<file path="src/rtl/ple_pkg.sv">
// Shared types and constants of the positional list engine.
package ple_pkg;

   localparam int CAPACITY = 16;
   localparam int COUNT_W  = $clog2(CAPACITY + 1);
   localparam int IDX_W    = $clog2(CAPACITY);
   localparam int WORD_W   = 32;

   typedef enum logic [3:0] {
      CMD_APPEND    = 4'd0,
      CMD_PREPEND   = 4'd1,
      CMD_INSERT_AT = 4'd2,
      CMD_READ_AT   = 4'd3,
      CMD_READ_LAST = 4'd4,
      CMD_DEL_FIRST = 4'd5,
      CMD_DEL_LAST  = 4'd6,
      CMD_DEL_AT    = 4'd7,
      CMD_DEL_VALUE = 4'd8,
      CMD_CLEAR     = 4'd9
   } command_type;

   typedef enum logic [1:0] {
      ST_OK    = 2'd0,
      ST_EMPTY = 2'd1,
      ST_FULL  = 2'd2,
      ST_RANGE = 2'd3
   } status_type;

endpackage

</file>
<file path="src/rtl/positional_list_engine_unit.sv">
// Bounded ordered list of signed words with insert, read and delete by position, delete by value and clear.
//
// The request channel (req_) carries one command with a position and a value.
// The response channel (rsp_) returns exactly one transaction per request: the
// value read (-1 when nothing is read), a status and the entry count after
// the request. Both channels use valid and stall; a transaction moves at a
// rising edge where valid is high and stall is low.
//
// A request is captured in an input register; once it advances, the shift,
// match and read logic over all entries runs in one pass and the response
// is written to the output register while the list is updated. A request
// thus passes the input register and then the output register, and while
// the receiver does not stall one request is taken every cycle. The next
// request sees the list as left by the previous one, since both are updated
// at the same edge.
//
// When the receiver stalls, the response holds and the input register keeps
// its request; the request side is stalled only once the input register is
// full and cannot drain. Reset empties the list and drops any transaction in
// flight; the entry storage itself is not cleared.
module positional_list_engine_unit (
   input  logic                              clock,
   input  logic                              reset,
   input  logic                              req_valid,
   output logic                              req_stall,
   input  logic [3:0]                        req_command,
   input  logic [3:0]                        req_position,
   input  logic signed [ple_pkg::WORD_W-1:0] req_value,
   output logic                              rsp_valid,
   input  logic                              rsp_stall,
   output logic signed [ple_pkg::WORD_W-1:0] rsp_read_value,
   output logic [1:0]                        rsp_status,
   output logic [4:0]                        rsp_entry_count
);

   localparam int CAP = ple_pkg::CAPACITY;
   localparam int CW  = ple_pkg::COUNT_W;
   localparam int IW  = ple_pkg::IDX_W;
   localparam int WW  = ple_pkg::WORD_W;

   logic                 in_valid_ff;
   logic [3:0]           in_command_ff;
   logic [3:0]           in_position_ff;
   logic signed [WW-1:0] in_value_ff;

   logic signed [WW-1:0] entries_ff [CAP];
   logic signed [WW-1:0] entries_in [CAP];
   logic [CW-1:0]        count_ff;
   logic [CW-1:0]        count_in;

   logic                 out_valid_ff;
   logic signed [WW-1:0] out_read_value_ff;
   logic [1:0]           out_status_ff;
   logic [CW-1:0]        out_count_ff;
   logic signed [WW-1:0] read_value_in;
   logic [1:0]           status_in;

   logic                 advance;
   logic                 in_take;

   logic signed [WW-1:0] shift_up   [CAP];
   logic signed [WW-1:0] shift_down [CAP];
   logic [CAP-1:0]       match;
   logic [IW-1:0]        match_idx;
   logic                 found;
   logic                 is_empty;
   logic                 is_full;
   logic                 pos_bad;
   logic [IW-1:0]        pos_idx;
   logic [IW-1:0]        last_idx;

   assign advance   = in_valid_ff && (!out_valid_ff || !rsp_stall);
   assign req_stall = in_valid_ff && !advance;
   assign in_take   = req_valid && !req_stall;

   assign is_empty = (count_ff == '0);
   assign is_full  = (count_ff >= CW'(CAP));
   assign pos_bad  = ({{(CW > 4 ? CW - 4 : 0){1'b0}}, in_position_ff} >= count_ff);
   assign pos_idx  = IW'(in_position_ff);
   assign last_idx = IW'(count_ff - CW'(1));

   always_comb begin
      shift_up[0] = '0;
      for (int i = 1; i < CAP; i++) begin
         shift_up[i] = entries_ff[i-1];
      end
      for (int i = 0; i < CAP - 1; i++) begin
         shift_down[i] = entries_ff[i+1];
      end
      shift_down[CAP-1] = entries_ff[CAP-1];
   end

   always_comb begin
      for (int i = 0; i < CAP; i++) begin
         match[i] = (CW'(i) < count_ff) && (entries_ff[i] == in_value_ff);
      end
      found = |match;
      match_idx = '0;
      for (int i = CAP - 1; i >= 0; i--) begin
         if (match[i]) begin
            match_idx = IW'(i);
         end
      end
   end

   always_comb begin
      logic          do_ins;
      logic          do_del;
      logic [IW-1:0] ins_idx;
      logic [IW-1:0] del_idx;
      do_ins        = 1'b0;
      do_del        = 1'b0;
      ins_idx       = '0;
      del_idx       = '0;
      read_value_in = '1;
      status_in     = ple_pkg::ST_OK;
      count_in      = count_ff;
      case (in_command_ff)
         ple_pkg::CMD_APPEND: begin
            if (is_full) status_in = ple_pkg::ST_FULL;
            else begin
               do_ins  = 1'b1;
               ins_idx = IW'(count_ff);
            end
         end
         ple_pkg::CMD_PREPEND: begin
            if (is_full) status_in = ple_pkg::ST_FULL;
            else do_ins = 1'b1;
         end
         ple_pkg::CMD_INSERT_AT: begin
            if (is_empty) do_ins = 1'b1;
            else if (is_full) status_in = ple_pkg::ST_FULL;
            else if (pos_bad) status_in = ple_pkg::ST_RANGE;
            else begin
               do_ins  = 1'b1;
               ins_idx = pos_idx;
            end
         end
         ple_pkg::CMD_READ_AT: begin
            if (is_empty) status_in = ple_pkg::ST_EMPTY;
            else if (pos_bad) status_in = ple_pkg::ST_RANGE;
            else read_value_in = entries_ff[pos_idx];
         end
         ple_pkg::CMD_READ_LAST: begin
            if (is_empty) status_in = ple_pkg::ST_EMPTY;
            else read_value_in = entries_ff[last_idx];
         end
         ple_pkg::CMD_DEL_FIRST: begin
            if (is_empty) status_in = ple_pkg::ST_EMPTY;
            else do_del = 1'b1;
         end
         ple_pkg::CMD_DEL_LAST: begin
            if (is_empty) status_in = ple_pkg::ST_EMPTY;
            else count_in = count_ff - CW'(1);
         end
         ple_pkg::CMD_DEL_AT: begin
            if (is_empty) status_in = ple_pkg::ST_EMPTY;
            else if (pos_bad) status_in = ple_pkg::ST_RANGE;
            else begin
               do_del  = 1'b1;
               del_idx = pos_idx;
            end
         end
         ple_pkg::CMD_DEL_VALUE: begin
            if (!found) status_in = ple_pkg::ST_EMPTY;
            else begin
               do_del  = 1'b1;
               del_idx = match_idx;
            end
         end
         ple_pkg::CMD_CLEAR: begin
            count_in = '0;
         end
         default: begin
         end
      endcase

      if (do_ins) count_in = count_ff + CW'(1);
      if (do_del) count_in = count_ff - CW'(1);

      for (int i = 0; i < CAP; i++) begin
         entries_in[i] = entries_ff[i];
         if (do_ins) begin
            if (IW'(i) == ins_idx) entries_in[i] = in_value_ff;
            else if (IW'(i) > ins_idx) entries_in[i] = shift_up[i];
         end else if (do_del) begin
            if (IW'(i) >= del_idx) entries_in[i] = shift_down[i];
         end
      end
   end

   always_ff @(posedge clock) begin
      if (reset) begin
         in_valid_ff  <= 1'b0;
         out_valid_ff <= 1'b0;
         count_ff     <= '0;
      end else begin
         if (in_take) begin
            in_valid_ff <= 1'b1;
         end else if (advance) begin
            in_valid_ff <= 1'b0;
         end
         if (advance) begin
            out_valid_ff <= 1'b1;
            count_ff     <= count_in;
         end else if (!rsp_stall) begin
            out_valid_ff <= 1'b0;
         end
      end
   end

   always_ff @(posedge clock) begin
      if (in_take) begin
         in_command_ff  <= req_command;
         in_position_ff <= req_position;
         in_value_ff    <= req_value;
      end
      if (advance) begin
         out_read_value_ff <= read_value_in;
         out_status_ff     <= status_in;
         out_count_ff      <= count_in;
         for (int i = 0; i < CAP; i++) begin
            entries_ff[i] <= entries_in[i];
         end
      end
   end

   assign rsp_valid       = out_valid_ff;
   assign rsp_read_value  = out_read_value_ff;
   assign rsp_status      = out_status_ff;
   assign rsp_entry_count = 5'(out_count_ff);

endmodule

</file>
<file path="config.mk">
export PLATFORM = sky130hd
export DESIGN_NAME = positional_list_engine_unit
export DESIGN_NICKNAME = d
export VERILOG_FILES = /design/src/rtl/ple_pkg.sv /design/src/rtl/positional_list_engine_unit.sv
export SDC_FILE = /design/constraint.sdc
export NUM_CORES = 2
export LEC_CHECK = 0
export ABC_CLOCK_PERIOD_IN_PS = 6700
export BUFFER_PORTS_ARGS = -buffer_cell sky130_fd_sc_hd__buf_2
export CAP_MARGIN = 20
export CORE_ASPECT_RATIO = 1.5
export CORE_MARGIN = 2
export CORE_UTILIZATION = 60
export DETAILED_ROUTE_END_ITERATION = 8
export GPL_ROUTABILITY_DRIVEN = 1
export PLACE_DENSITY = 0.88
export SLEW_MARGIN = 20
export SYNTH_ARGS = -nofsm -noshare
export SYNTH_HDL_FRONTEND = slang
export SYNTH_SLANG_ARGS = --single-unit
</file>
<file path="constraint.sdc">
create_clock -name clock -period 6.7 [get_ports clock]
set_input_delay 1.34 -clock clock [delete_from_list [all_inputs] [get_ports clock]]
set_output_delay 1.34 -clock clock [all_outputs]
set_load 0.02 [all_outputs]
</file>
==> impl_metrics.env <==
export IMPL_status="complete, no violations"
export IMPL_globalplace_congestion=1.12
export IMPL_layout_worst_path_cycle_share_pct=82.7
export IMPL_pwr_share_seq_pct=43.4
export IMPL_ys_dominant_reg_cell="sky130_fd_sc_hd__edfxtp_1"
export IMPL_crit_path_max_fanout=17
export IMPL_power_density_mw_per_mm2=222
export IMPL_wl_per_cell_um=37.5
export IMPL_dr_pass1_iters=7
export IMPL_grt_met1_usage_pct=55.9
export IMPL_gr_usage_met3_pct=14.8
export IMPL_drive_gt1_share_pct=18.9
export IMPL_synth_net_count=3890
export IMPL_internal_cell_power_uw=7190
export IMPL_routed_wl_um=176000
export IMPL_number_of_buffers_inserted_during_clock_tree_synthesis=66
export IMPL_rows=121
export IMPL_postCtsHoldBufs=0
export IMPL_cts_root_buffer="sky130_fd_sc_hd__clkbuf_16"
export IMPL_groute_layer_met2_usage_pct=68.9
export IMPL_fin_worst_skew_ns=0.0244
export IMPL_synth_edf_count=591
export IMPL_fraction_of_power_spent_switching_nets_pct=30.8
export IMPL_ys_warn_count=0
export IMPL_clk_latency_ns=0.64
export IMPL_drt_drc_violations_left=0
export IMPL_timing_hold_worst_class="flip-flop to flip-flop"
export IMPL_die_area_mm2=0.0755
export IMPL_horizontal_extent_of_the_die_um=225
export IMPL_hpwl_after_detailed_placement_um=122000
export IMPL_fill_cell_count=5394
export IMPL_worst_r2r_cell_count=12
export IMPL_timing_hold_worst_path_depth=2
export IMPL_area_delta_synth_final_pct=6.73
export IMPL_fin_nets=3772
export IMPL_final_area_mm2=0.0469
export IMPL_cts_htree_levels=3
export IMPL_max_freq_ghz=0.180
export IMPL_cts_max_path_buffers=3
export IMPL_antenna_found_initial=11
export IMPL_combPwrFrac_pct=21.5
export IMPL_timing_rr_end="entries_ff[13][5]$_DFFE_PP_"
export IMPL_total_negative_setup_slack_ns=0
export IMPL_clock_power_share_pct=35.1
export IMPL_initial_utilization_pct=60.6
export IMPL_chipHeight_um=335
export IMPL_power_static_leakage_uw=0.0173
export IMPL_p_switching_uw=3200
export IMPL_timing_max_cap_violations=0
export IMPL_timing_critical_path_required_ns=7.04
export IMPL_route_vias_total=35500
export IMPL_report_final_hold_viol_count=0
export IMPL_worstPathArrival_ns=5.88
export IMPL_transition_at_the_pin_with_the_smallest_max_transition_slack_ns=1.22
export IMPL_finalWorstPathRequiredPeriod_ns=5.54
export IMPL_crit_path_end_kind="flip-flop"
export IMPL_hold_path_startpoint="in_valid_ff$_SDFFE_PP0P_"
export IMPL_irDropWorstVdd_mv=0.195
export IMPL_post_synth_num_cell_types=78
export IMPL_r2r_setup_slack_ns=1.16
export IMPL_critPathMaxStageDelay_ns=0.80
export IMPL_post_cts_setup_buffers=0
export IMPL_timing_setup_critical_path_class="flip-flop to flip-flop"
export IMPL_cpMaxStageDelayCell="sky130_fd_sc_hd__nand3_2"
export IMPL_asyncSetResetFlopFracSynth_pct=0
export IMPL_timing_critical_path_from_type="flip-flop"
export IMPL_clkTransAtPathRegs_ns=0.06
export IMPL_top_ports=85
export IMPL_hold_path_end="rsp_valid$_SDFFE_PP0P_"
export IMPL_post_drt_via_cell_ratio=7.57
export IMPL_postCtsResizedCells=0
export IMPL_total_power_uw=10400
export IMPL_dr_first_iter_drc_count=7025
export IMPL_worst_flop_to_flop_path_startpoint="count_ff[1]$_SDFFE_PP0P_"
export IMPL_synthesis_instances=3839
export IMPL_grt_max_degree=221
export IMPL_syn_area_per_cell_um2=11.4
export IMPL_critical_path_top_cell_by_count="sky130_fd_sc_hd__a21o_1"
export IMPL_core_area_mm2=0.0725
export IMPL_global_route_peak_usage_layer="met2"
export IMPL_buffers_on_ports=84
export IMPL_cts_tree="built"
export IMPL_mappedNetlistArea_mm2=0.0439
export IMPL_synth_seq_area_share_pct=40.9
export IMPL_cts_sinks=602
export IMPL_final_max_slew_viol_count=0
export IMPL_synth_seq_cells=602
export IMPL_grtUsageTotal_pct=47.1
export IMPL_placed_area_mm2=0.0448
export IMPL_first_global_vias=33100
export IMPL_grt_first_pass_wirelength_um=248000
export IMPL_report_final_setup_viol=0
export IMPL_ant_nets=0
export IMPL_grt_overflow_total=0
export IMPL_grt_setup_unrepaired="false"
export IMPL_maxSlewHeadroom_pct=18.4
export IMPL_crit_chain="inv_1, ha_1, a21o_1, a21o_1, a21oi_1, o21a_1, a22oi_2, nor2_1, nand3_2, buf_4, mux2i_1, o21ai_0"
[registers in the layout, summed over array words and instances (netlist names), named ones only]
signal           count
entries_ff         512
in_value_ff         32
rsp_read_value      32
count_ff             5
rsp_entry_count      5
in_command_ff        4
in_position_ff       4
rsp_status           2
in_valid_ff          1
rsp_valid            1
[layer usage]
metal	share of wire, %	wire length, um	vias up
met5	0.042	74	-
li1	-	-	14200
met2	43	76300	3647
met4	12	20500	10
met3	14	25500	732
met1	31	53800	17000
[how the worst max path moves through the flow]
stage	startpoint	end	slack [ns]	depth (start not counted)
global route	count_ff[1]$_SDFFE_PP0P_	entries_ff[13][5]$_DFFE_PP_	1.02	12
finish	count_ff[1]$_SDFFE_PP0P_	entries_ff[13][5]$_DFFE_PP_	1.16	12
CTS	count_ff[1]$_SDFFE_PP0P_	entries_ff[13][5]$_DFFE_PP_	1.41	12
global placement	in_value_ff[18]$_DFFE_PP_	entries_ff[2][7]$_DFFE_PP_	1.65	12
detailed placement	count_ff[1]$_SDFFE_PP0P_	entries_ff[13][5]$_DFFE_PP_	1.51	12
floorplan	count_ff[1]$_SDFFE_PP0P_	entries_ff[6][0]$_DFFE_PP_	0.97	15
[synthesized netlist by cell type (all sizes together) (2+ instances only)]
library cell / number / share of area [%]
edfxtp: 591 / 40
nand2: 590 / 5.1
o21ai: 427 / 4.9
mux2i: 385 / 8.8
xor2: 336 / 6.7
mux4: 320 / 16
clkbuf: 206 / 1.8
buf: 179 / 2.9
xnor2: 175 / 3.5
nor2: 99 / 0.87
nor4: 87 / 1.3
nand3: 70 / 0.81
a31oi: 68 / 0.97
nand4: 58 / 0.84
a22o: 37 / 0.74
nor3: 33 / 0.46
mux2: 31 / 0.79
inv: 23 / 0.20
a21oi: 21 / 0.27
dfxtp: 11 / 0.50
or4: 8 / 0.16
a211oi: 7 / 0.16
ha: 7 / 0.20
nand2b: 7 / 0.10
a221oi: 5 / 0.10
o21a: 5 / 0.085
or3: 5 / 0.071
a2111oi: 4 / 0.12
a22oi: 4 / 0.11
a41oi: 3 / 0.060
and3: 3 / 0.043
and4: 3 / 0.060
o211ai: 3 / 0.051
a21o: 2 / 0.034
a311o: 2 / 0.046
nor2b: 2 / 0.028
o2111ai: 2 / 0.040
o21bai: 2 / 0.034
o31a: 2 / 0.040
[stage by stage]
stage               utilization (%)  setup slack [ns]  std cells  hold WS (ns)
floorplan                         -             0.967       3839         0.459
global placement               61.8              1.65       4573         0.475
detailed placement             61.8              1.51       4573         0.511
CTS                            64.6              1.41       4686         0.524
global route                   64.7              1.02       4688         0.542
finish                         64.7              1.16       4692         0.513
[cells in the final DEF, fill, tap and decap left out, types with 57 or more instances in the layout]
cell type                   count
sky130_fd_sc_hd__edfxtp_1     591
sky130_fd_sc_hd__nand2_1      587
sky130_fd_sc_hd__o21ai_0      402
sky130_fd_sc_hd__mux2i_1      385
sky130_fd_sc_hd__xor2_1       333
sky130_fd_sc_hd__mux4_2       320
sky130_fd_sc_hd__xnor2_1      171
sky130_fd_sc_hd__buf_4         97
sky130_fd_sc_hd__nor2_1        91
sky130_fd_sc_hd__buf_2         84
sky130_fd_sc_hd__nor4_1        82
sky130_fd_sc_hd__clkbuf_16     69
sky130_fd_sc_hd__a31oi_1       68
sky130_fd_sc_hd__nand3_1       63
sky130_fd_sc_hd__nand4_1       57
[power groups by stage]
stage / combinational [uW] / sequential (uW) / clock [uW]
floorplan: 1490 / 4440 / 0
global placement: 2060 / 4570 / 0
detailed placement: 2090 / 4570 / 0
CTS: 2100 / 4490 / 3630
global route: 2270 / 4510 / 3770
finish: 2240 / 4510 / 3650
[logic make-up after synthesis]
family / after synthesis / synth area share [%]
AND/OR/NAND/NOR: 971 / 9.96
multiplexers: 736 / 26.0
AO/OA/AOI/OAI: 604 / 7.93
flip-flops: 602 / 40.9
XOR/XNOR: 511 / 10.2
buffers and inverters: 408 / 4.86
adder cells (fa/ha/maj): 7 / 0.199
[final cells by class]
| class | instances | area (um2) | area share (%) |
|---|---|---|---|
| clock buffer | 91 | 1840 | 3.92 |
| clock inverter | 22 | 194 | 0.414 |
| timing repair buffer | 199 | 1500 | 3.19 |
| antenna | 4 | 10.0 | 0.0213 |
| sequential | 602 | 18000 | 38.3 |
| inverter | 23 | 86.3 | 0.184 |
| tap | 922 | 1150 | 2.46 |
| multi-input combinational | 2829 | 24100 | 51.5 |
[critical path, delay by kind of cell (launching register included)]
kind | cells | cell delay, ns
and+or+nand+nor | 2 | 1.37
buffers and inverters | 2 | 0.88
AOI/OAI and AO/OA | 6 | 1.52
DFF | 1 | 0.76
muxes | 1 | 0.33
adders and majority gates | 1 | 0.36
Power figures use the tool's default switching activity.
